## config.mk

```make
export PLATFORM = sky130hd
export DESIGN_NAME = tcap_state
export DESIGN_NICKNAME = d
export VERILOG_FILES = /design/src/hdl/tcap_pkg.sv /design/src/hdl/tcap_state.sv
export SDC_FILE = /design/constraint.sdc
export NUM_CORES = 1
export LEC_CHECK = 0
export ABC_AREA = 0
export BUFFER_PORTS_ARGS = -buffer_cell sky130_fd_sc_hd__buf_2
export CAP_MARGIN = 20
export CORE_ASPECT_RATIO = 0.8
export CORE_UTILIZATION = 45
export DETAILED_ROUTE_END_ITERATION = 10
export PLACE_DENSITY_LB_ADDON = 0.1
export SYNTH_ARGS = -nofsm -noshare
export SYNTH_HDL_FRONTEND = slang
export SYNTH_SLANG_ARGS = --single-unit
```

## constraint.sdc

```tcl
create_clock -name clk -period 12.7 [get_ports clk]
set_input_delay 1.27 -clock clk [delete_from_list [all_inputs] [get_ports clk]]
set_output_delay 1.27 -clock clk [all_outputs]
set_load 0.01 [all_outputs]
```

## src/hdl/tcap_pkg.sv

```systemverilog
// package for the trace capture block: ring geometry, event codes, item types
// used by every module of the block, no dependencies
`timescale 1ns / 1ps

package tcap_pkg;

  localparam int RING_DEPTH = 1024;
  localparam int SLOT_W     = $clog2(RING_DEPTH);
  localparam int POST_W     = SLOT_W + 1;
  localparam int HALF_DEPTH = RING_DEPTH / 2;
  localparam int IDX_EXT_W  = 17;

  localparam logic [3:0] CODE_RD_ENTER = 4'd0;
  localparam logic [3:0] CODE_RD_EXIT  = 4'd1;
  localparam logic [3:0] CODE_WR_ENTER = 4'd2;
  localparam logic [3:0] CODE_WR_EXIT  = 4'd3;

  localparam logic REQ_LOG  = 1'b0;
  localparam logic REQ_READ = 1'b1;

  localparam int   CFG_AW           = 3;
  localparam logic REG_TRACE_ENABLE = 1'b0;

  typedef struct packed {
    logic        req_type;
    logic [3:0]  event_code;
    logic [63:0] time_ns;
    logic        arm_trigger;
    logic [9:0]  read_index;
  } in_item_t;

  typedef struct packed {
    logic [31:0] read_runtime;
    logic [31:0] write_runtime;
    logic [31:0] total_runtime;
    logic [31:0] read_max;
    logic [31:0] write_max;
    logic [31:0] total_max;
    logic        is_frozen;
    logic        export_ready;
    logic [9:0]  trigger_slot;
    logic [31:0] events_logged;
    logic [63:0] entry_time;
    logic [3:0]  entry_event;
  } out_item_t;

  typedef struct packed {
    logic [31:0] read_runtime;
    logic [31:0] write_runtime;
    logic [31:0] total_runtime;
    logic [31:0] read_max;
    logic [31:0] write_max;
    logic [31:0] total_max;
    logic        is_frozen;
    logic        export_ready;
    logic [9:0]  trigger_slot;
    logic [31:0] events_logged;
  } stat_t;

  typedef struct packed {
    logic [63:0] time_ns;
    logic [3:0]  event_code;
  } ring_entry_t;

  typedef struct packed {
    logic              wr_en;
    logic [SLOT_W-1:0] wr_addr;
    ring_entry_t       wr_data;
    logic              rd_en;
    logic [SLOT_W-1:0] rd_addr;
  } ring_ctl_t;

endpackage

```

## src/hdl/tcap_state.sv

```systemverilog
// phase runtime statistics, trigger and freeze control, ring write pointer
// depends on tcap_pkg; drives the ring control of tcap_ring
`timescale 1ns / 1ps

module tcap_state (
  input  logic                clk,
  input  logic                rst_n,
  input  logic                accept,
  input  tcap_pkg::in_item_t  item,
  input  logic                trace_en,
  output tcap_pkg::stat_t     stat,
  output tcap_pkg::ring_ctl_t ring_ctl,
  output logic                rd_hit
);
  import tcap_pkg::*;

  logic [SLOT_W-1:0] ws_r, ws_nxt;
  logic              wrapped_r, wrapped_nxt;
  logic [63:0]       rd_start_r, rd_start_nxt;
  logic [63:0]       wr_start_r, wr_start_nxt;
  logic [31:0]       rd_last_r, rd_last_nxt;
  logic [31:0]       wr_last_r, wr_last_nxt;
  logic [31:0]       tot_last_r, tot_last_nxt;
  logic [31:0]       rd_peak_r, rd_peak_nxt;
  logic [31:0]       wr_peak_r, wr_peak_nxt;
  logic [31:0]       tot_peak_r, tot_peak_nxt;
  logic              armed_r, armed_nxt;
  logic [POST_W-1:0] post_r, post_nxt;
  logic [SLOT_W-1:0] trig_r, trig_nxt;
  logic              frozen_r, frozen_nxt;
  logic              export_r, export_nxt;
  logic [31:0]       evcnt_r, evcnt_nxt;

  logic              log_en;
  logic [63:0]       rd_diff, wr_diff;
  logic [31:0]       rd_run, wr_run, tot_run;
  logic [SLOT_W-1:0] ws_prev;
  logic [IDX_EXT_W-1:0] idx_ext;
  logic [SLOT_W-1:0] rd_slot;

  assign log_en  = accept && (item.req_type == REQ_LOG) && trace_en && !frozen_r;
  assign rd_diff = item.time_ns - rd_start_r;
  assign wr_diff = item.time_ns - wr_start_r;
  assign rd_run  = rd_diff[31:0];
  assign wr_run  = wr_diff[31:0];
  assign tot_run = rd_last_r + wr_run;
  assign ws_prev = (ws_r == '0) ? SLOT_W'(RING_DEPTH - 1) : ws_r - 1'b1;
  assign idx_ext = IDX_EXT_W'(item.read_index);
  assign rd_slot = idx_ext[SLOT_W-1:0];

  always_comb begin
    ws_nxt       = ws_r;
    wrapped_nxt  = wrapped_r;
    rd_start_nxt = rd_start_r;
    wr_start_nxt = wr_start_r;
    rd_last_nxt  = rd_last_r;
    wr_last_nxt  = wr_last_r;
    tot_last_nxt = tot_last_r;
    rd_peak_nxt  = rd_peak_r;
    wr_peak_nxt  = wr_peak_r;
    tot_peak_nxt = tot_peak_r;
    armed_nxt    = armed_r;
    post_nxt     = post_r;
    trig_nxt     = trig_r;
    frozen_nxt   = frozen_r;
    export_nxt   = export_r;
    evcnt_nxt    = evcnt_r;
    if (log_en) begin
      case (item.event_code)
        CODE_RD_ENTER: begin
          rd_start_nxt = item.time_ns;
        end
        CODE_RD_EXIT: begin
          rd_last_nxt = rd_run;
          if (rd_run > rd_peak_r) begin
            rd_peak_nxt = rd_run;
          end
        end
        CODE_WR_ENTER: begin
          wr_start_nxt = item.time_ns;
        end
        CODE_WR_EXIT: begin
          wr_last_nxt  = wr_run;
          tot_last_nxt = tot_run;
          if (wr_run > wr_peak_r) begin
            wr_peak_nxt = wr_run;
          end
          if (tot_run > tot_peak_r) begin
            tot_peak_nxt = tot_run;
          end
        end
        default: begin
        end
      endcase
      if (armed_r) begin
        if (post_r == POST_W'(HALF_DEPTH)) begin
          trig_nxt = ws_prev;
        end
        if (post_r != '0) begin
          post_nxt = post_r - 1'b1;
          if (post_r == POST_W'(1)) begin
            frozen_nxt = 1'b1;
            export_nxt = 1'b1;
          end
        end
      end
      if (ws_r == SLOT_W'(RING_DEPTH - 1)) begin
        ws_nxt      = '0;
        wrapped_nxt = 1'b1;
      end else begin
        ws_nxt = ws_r + 1'b1;
      end
      evcnt_nxt = evcnt_r + 32'd1;
      if (item.arm_trigger && !armed_r) begin
        armed_nxt = 1'b1;
        post_nxt  = POST_W'(HALF_DEPTH);
      end
    end
  end

  always_ff @(posedge clk) begin
    if (!rst_n) begin
      ws_r       <= '0;
      wrapped_r  <= 1'b0;
      rd_start_r <= '0;
      wr_start_r <= '0;
      rd_last_r  <= '0;
      wr_last_r  <= '0;
      tot_last_r <= '0;
      rd_peak_r  <= '0;
      wr_peak_r  <= '0;
      tot_peak_r <= '0;
      armed_r    <= 1'b0;
      post_r     <= '0;
      trig_r     <= '0;
      frozen_r   <= 1'b0;
      export_r   <= 1'b0;
      evcnt_r    <= '0;
    end else begin
      ws_r       <= ws_nxt;
      wrapped_r  <= wrapped_nxt;
      rd_start_r <= rd_start_nxt;
      wr_start_r <= wr_start_nxt;
      rd_last_r  <= rd_last_nxt;
      wr_last_r  <= wr_last_nxt;
      tot_last_r <= tot_last_nxt;
      rd_peak_r  <= rd_peak_nxt;
      wr_peak_r  <= wr_peak_nxt;
      tot_peak_r <= tot_peak_nxt;
      armed_r    <= armed_nxt;
      post_r     <= post_nxt;
      trig_r     <= trig_nxt;
      frozen_r   <= frozen_nxt;
      export_r   <= export_nxt;
      evcnt_r    <= evcnt_nxt;
    end
  end

  // slots beyond the write pointer before the first wrap still read as zero
  assign rd_hit = (item.req_type == REQ_READ) && (idx_ext < IDX_EXT_W'(RING_DEPTH))
                  && (wrapped_r || (rd_slot < ws_r));

  assign ring_ctl.wr_en              = log_en;
  assign ring_ctl.wr_addr            = ws_r;
  assign ring_ctl.wr_data.time_ns    = item.time_ns;
  assign ring_ctl.wr_data.event_code = item.event_code;
  assign ring_ctl.rd_en              = accept;
  assign ring_ctl.rd_addr            = rd_slot;

  assign stat.read_runtime  = rd_last_nxt;
  assign stat.write_runtime = wr_last_nxt;
  assign stat.total_runtime = tot_last_nxt;
  assign stat.read_max      = rd_peak_nxt;
  assign stat.write_max     = wr_peak_nxt;
  assign stat.total_max     = tot_peak_nxt;
  assign stat.is_frozen     = frozen_nxt;
  assign stat.export_ready  = export_nxt;
  assign stat.trigger_slot  = 10'(trig_nxt);
  assign stat.events_logged = evcnt_nxt;

endmodule

```

Yosys cells after proc, flatten, opt, wreduce, memory -nomap -nowiden
Index checks and enable logic that the tools add are counted.
{ "op_classes": {"n_addsub": 7, "n_mul": 0, "div_mod_pow": 0, "n_lt_le_gt_ge": 5, "eq_ne": 6, "n_shift": 0, "muxes": 32, "bitwise_logic": 1, "reduce_logical": 19} }
{ "op_table": {"columns": ["cell", "n"], "rows": [
  ["two-way mux 32 bit", 16],
  ["greater-than comparator 32 bit", 3],
  ["subtractor 32 bit", 2],
  ["two-way mux 10 bit", 5],
  ["two-way mux 11 bit", 3],
  ["adder 32 x 1 -> 32 bit (second input constant)", 1],
  ["adder 32 bit", 1],
  ["== test 11 x 1 -> 1 bit (second input constant)", 1],
  ["== test 11 x 10 -> 1 bit (second input constant)", 1],
  ["less-than comparator 10 x 11 -> 1 bit (second input constant)", 1],
  ["nonzero test 11 bit", 1],
  ["subtractor 11 x 1 -> 11 bit (second input constant)", 1],
  ["adder 10 x 1 -> 10 bit (second input constant)", 1],
  ["== test 10 bit (second input constant)", 1],
  ["logical NOT 10 bit", 1],
  ["less-than comparator 10 bit", 1],
  ["subtractor 10 x 1 -> 10 bit (second input constant)", 1],
  ["== test 4 x 2 -> 1 bit (second input constant)", 2],
  ["two-way mux 1 bit", 8],
  ["AND reduction 2 bit", 4],
  ["logical AND 1 bit", 6],
  ["== test 4 x 1 -> 1 bit (second input constant)", 1],
  ["logical NOT 4 bit", 1],
  ["nonzero test 2 bit", 2],
  ["other kinds (4)", 5]
]} }
{ "totals": {"ff_bits": 323, "latch_bits": 0, "ramBits": 0, "romBits": 0, "word_cells": 86, "n_memories": 0} }

Logic depth before layout (Yosys ltp)
{ "logic_depth": {"depth_word": 6, "depth_mapped": 32, "depth_no_buf": 28} }

Least setup slack after synthesis
No wires, ideal clock.
{ "synth_timing": {"kind": "input to output", "from": "input item[11] (netlist name)", "to": "output stat[75] (netlist name)", "arrival_ns": 7.369, "required_time_ns": 11.430, "setup_slack_ns": 4.061, "cell_stages": 29, "n_path_buf": 2, "path_cell_list": "inv_1 > ha_1 > inv_1 > fa_1 > a21o_1 > a221oi_2 > o21ai_1 > o21ai_1 > o21ai_0 > xor2_1 > ha_1 > and2_1 > a221o_1 > o2bb2ai_1 > a2111o_1 > o21ba_2 > a41oi_2 > xor2_1 > inv_1 > ha_1 > a21o_1 > a21o_1 > a2111oi_0 > a21boi_1 > or2_1 > buf_2 > buf_4 > and4_1 > nor3_1"} }
{ "synth_lines": {"columns": ["item", "line", "text"], "rows": [
  ["start: declaration", "tcap_state.sv:9", "input tcap_pkg::in_item_t item,"],
  ["end: declaration", "tcap_state.sv:11", "output tcap_pkg::stat_t stat,"]
]} }

==> metrics.txt <==
run status finished clean; number of optimization iterations in the first detailed-route pass 5; power density cells 106 nW/um2; global-route usage over all layers approximately a quarter; total of flip-flops plus latches after synthesis approximately 320; peak supply drop 0.0828 mV; prevailing post-synth register cell sky130_fd_sc_hd__dfxtp_1; Routed WL per cell 18.5 um; total negative slack 0 ns; drc violations 0; Worst Max-Slew Pin Slew just under 1 ns; data arrival time at the worst-slack endpoint 8.67 ns; number of clock sinks 323; vias post-DR 19800; vias per cell around 5.5; Die X-Extent 249 um; reg2reg setup slack ~5.1 ns; max incr delay on CP roughly 0.46 ns; synthesized netlist cell count 2764; area grow syn2layout 13.3%; total number of yosys warnings 0; number of buffers added by the clock tree synthesis step 38; Worst path slowest cell sky130_fd_sc_hd__nor4_1; relative max-transition margin 35.5%; Post-Syn Area per Cell 7.93 um2; Initial Util 46.1%; Layout Nets 3267; CTS tree done; post-detailed-route count of antenna-violating nets 0; clock root buffer master sky130_fd_sc_hd__clkbuf_16; async set or reset register ratio after synthesis 0%; class of the most critical hold timing path reg -> reg; Die Footprint 49600 um2; Worst-path clk slew roughly 0.060 ns; CP Max Fanout 31; number of unique standard cell types used by synthesis just under 90; area of the multi-input gates between 10000 and 15000 um2; Post-Place Cell Area 23500 um2; number of flops mapped to enable cells by yosys 0; number of filler instances in the final layout 4607; Starting DRT DRC Count 1158; total half-perimeter wirelength after legalization and detailed placement 52.1 mm; post-route clock skew 0.0180 ns; worst reg2reg path startpoint wr_start_r[4]; startpoint of the tightest hold check path wr_last_r[29]; post-CTS setup buffer count 0; deepest level of the CTS H-tree 2; area share of the leading cell type in the synthesized netlist 29.5%; Placement Rows 71; Max Cap Violations 0; fin crit share 78.3%; final number of setup-violating endpoints 0; number of pins with negative max-slew slack in the final report 0; vertical die dimension 199 um; hold bufs inserted after CTS 0; CORE AREA 47500 um2; fraction of final layout cells sized beyond drive strength 1 18.7%; portion of the post-synthesis area used by sequential elements 29.5%; main area contributors after synthesis sky130_fd_sc_hd__dfxtp_1 (30%), sky130_fd_sc_hd__ha_1 (12%), sky130_fd_sc_hd__nand2_1 (6.8%); Critical Path RT about 11 ns; Final Hold Viols 0; library cell occupying the most area in the post-synthesis netlist sky130_fd_sc_hd__dfxtp_1; total overflow reported by the global router 0; routed wire length 67.1 mm; crit path time final 9.94 ns; worst skew pair latency 0.56 ns; antenna violations before repair 0; pin count of the biggest net entering global routing 103; highest attainable clock frequency 101 MHz; nature of the critical path startpoint primary input; class of the most critical setup path in -> out; netlist area before placement 21900 um2; hold-critical path endpoint wr_last_r[29]; number of buffers on the longest clock path 3; post-route standard cell area excluding fillers about 25000 um2; leakage power total 11.1 nW; number of global-route vias before repair 18300; global-route wire length before repair 103 mm; critical register-to-register path endpoint tot_peak_r[9]; routability-driven placement congestion ratio 0.925; number of cells on the worst reg-to-reg path 28; PortBufs 346; register area 6470 um2; unrepaired setup endpoints after global routing no; Top Ports 411; synthesized netlist net count 3055; type of destination of the critical path primary output; quantity of gates resized following cts 0; hold depth 2; n_diodes 0
-- routing by layer --
metal / track usage [%] / wire length, um
met3: 5.11 / 4130
met2: 42.5 / 30000
met4: 6.14 / 1270
met5: 0 / 0
met1: 36.0 / 31700
-- worst max-delay path, delay by kind of cell --
family                   cells  cell delay [ns]
AND/OR/NAND/NOR              4             1.07
buffers and inverters        7             1.03
adder cells (fa/ha/maj)      4             1.19
XOR/XNOR                     2             0.52
AO/OA/AOI/OAI               13             3.56
-- per-stage QoR --
stage | setup slack, ns | total power [mW] | cells | hold slack, ns | utilization [%]
global placement | 2.62 | 1.45 | 3552 | 0.443 | 49.4
detailed placement | 2.43 | 1.46 | 3552 | 0.446 | 49.4
global route | 2.21 | 2.75 | 3623 | 0.472 | 52.3
finish | 2.76 | 2.62 | 3623 | 0.453 | 52.3
CTS | 2.38 | 2.65 | 3619 | 0.455 | 52.2
floorplan | 4.06 | 1.35 | 2764 | 0.432 | -
-- cell usage after synthesis (8+ instances only) --
library cell	n
sky130_fd_sc_hd__mux2_2	95
sky130_fd_sc_hd__clkbuf_1	83
sky130_fd_sc_hd__nor3_1	44
sky130_fd_sc_hd__o21a_1	22
sky130_fd_sc_hd__a21oi_1	220
sky130_fd_sc_hd__a21o_1	68
sky130_fd_sc_hd__inv_1	230
sky130_fd_sc_hd__and4_1	12
sky130_fd_sc_hd__xor2_1	42
sky130_fd_sc_hd__nand3_1	81
sky130_fd_sc_hd__o31ai_1	8
sky130_fd_sc_hd__o21ai_0	121
sky130_fd_sc_hd__ha_1	204
sky130_fd_sc_hd__and3_1	17
sky130_fd_sc_hd__o211ai_1	16
sky130_fd_sc_hd__o21bai_1	17
sky130_fd_sc_hd__or3_1	16
sky130_fd_sc_hd__nand2_1	396
sky130_fd_sc_hd__a31oi_1	15
sky130_fd_sc_hd__nand4_1	46
sky130_fd_sc_hd__xnor2_1	86
sky130_fd_sc_hd__o21ai_1	8
sky130_fd_sc_hd__a211oi_1	17
sky130_fd_sc_hd__buf_2	13
sky130_fd_sc_hd__and2_1	174
sky130_fd_sc_hd__buf_4	89
sky130_fd_sc_hd__nor4_1	13
sky130_fd_sc_hd__a31o_2	8
sky130_fd_sc_hd__mux2i_1	11
sky130_fd_sc_hd__dfxtp_1	323
sky130_fd_sc_hd__nor2b_1	11
sky130_fd_sc_hd__nor2_1	126
-- how the worst max path moves through the flow --
stage / cells past startpoint / slack [ns] / to / start
6_report: 30 / 2.76 / stat[53] / item[11]
3_5_place_dp: 29 / 2.43 / stat[63] / item[11]
2_1_floorplan: 29 / 4.06 / stat[75] / item[11]
5_1_grt: 31 / 2.21 / stat[53] / item[11]
4_1_cts: 29 / 2.38 / stat[63] / item[11]
3_3_place_gp: 29 / 2.62 / stat[72] / item[11]
-- power breakdown --
group	switching [mW]	total (mW)	internal (mW)
clock network	0.458	1.18	0.724
registers	0.00336	1.02	1.02
logic	0.268	0.418	0.150
-- kinds of logic after synthesis --
| logic type | Yosys count | synth area share, % |
|---|---|---|
| buffers and inverters | 427 | 9.15 |
| adder cells (fa/ha/maj) | 207 | 11.9 |
| AO/OA/AOI/OAI | 598 | 17.3 |
| XOR/XNOR | 128 | 5.12 |
| AND/OR/NAND/NOR | 973 | 21.5 |
| multiplexers | 108 | 5.49 |
| flip-flops | 323 | 29.5 |
-- cell usage in the layout (no fill, tap or decap), types with 8 or more instances in the layout --
| cell type | count |
|---|---|
| sky130_fd_sc_hd__a31o_2 | 8 |
| sky130_fd_sc_hd__nand4_1 | 46 |
| sky130_fd_sc_hd__buf_2 | 346 |
| sky130_fd_sc_hd__dfxtp_1 | 323 |
| sky130_fd_sc_hd__o21ai_0 | 121 |
| sky130_fd_sc_hd__o31ai_1 | 8 |
| sky130_fd_sc_hd__a21oi_1 | 220 |
| sky130_fd_sc_hd__mux2i_1 | 11 |
| sky130_fd_sc_hd__nor2b_1 | 11 |
| sky130_fd_sc_hd__ha_1 | 204 |
| sky130_fd_sc_hd__o211ai_1 | 16 |
| sky130_fd_sc_hd__and4_1 | 12 |
| sky130_fd_sc_hd__o21ai_1 | 8 |
| sky130_fd_sc_hd__nand3_1 | 81 |
| sky130_fd_sc_hd__o21bai_1 | 17 |
| sky130_fd_sc_hd__xor2_1 | 42 |
| sky130_fd_sc_hd__buf_4 | 21 |
| sky130_fd_sc_hd__and3_1 | 17 |
| sky130_fd_sc_hd__xnor2_1 | 86 |
| sky130_fd_sc_hd__a21o_1 | 68 |
| sky130_fd_sc_hd__nor4_1 | 13 |
| sky130_fd_sc_hd__mux2_2 | 95 |
| sky130_fd_sc_hd__nor2_1 | 124 |
| sky130_fd_sc_hd__inv_1 | 229 |
| sky130_fd_sc_hd__o21a_1 | 22 |
| sky130_fd_sc_hd__clkbuf_16 | 39 |
| sky130_fd_sc_hd__a31oi_1 | 15 |
| sky130_fd_sc_hd__a211oi_1 | 16 |
| sky130_fd_sc_hd__or3_1 | 16 |
| sky130_fd_sc_hd__nand2_1 | 396 |
| sky130_fd_sc_hd__and2_1 | 174 |
| sky130_fd_sc_hd__nor3_1 | 42 |
-- final cells by class --
class	count	area share [%]
clock buffers	50	4.38
clock inverters	17	0.992
inverters	231	3.50
multi-input cells	2014	54.3
flip-flops and latches	323	26.0
well taps	620	3.12
repair buffers	368	7.72
-- flip-flops by register name (all words and copies together), names as in the netlist, 10 cells and up --
| name | cells |
|---|---|
| rd_start_r | 32 |
| wr_last_r | 32 |
| post_r | 11 |
| tot_peak_r | 32 |
| wr_start_r | 32 |
| trig_r | 10 |
| ws_r | 10 |
| tot_last_r | 32 |
| rd_peak_r | 32 |
| evcnt_r | 32 |
| rd_last_r | 32 |
| wr_peak_r | 32 |
Note: power is estimated with default switching activity, not from simulation.
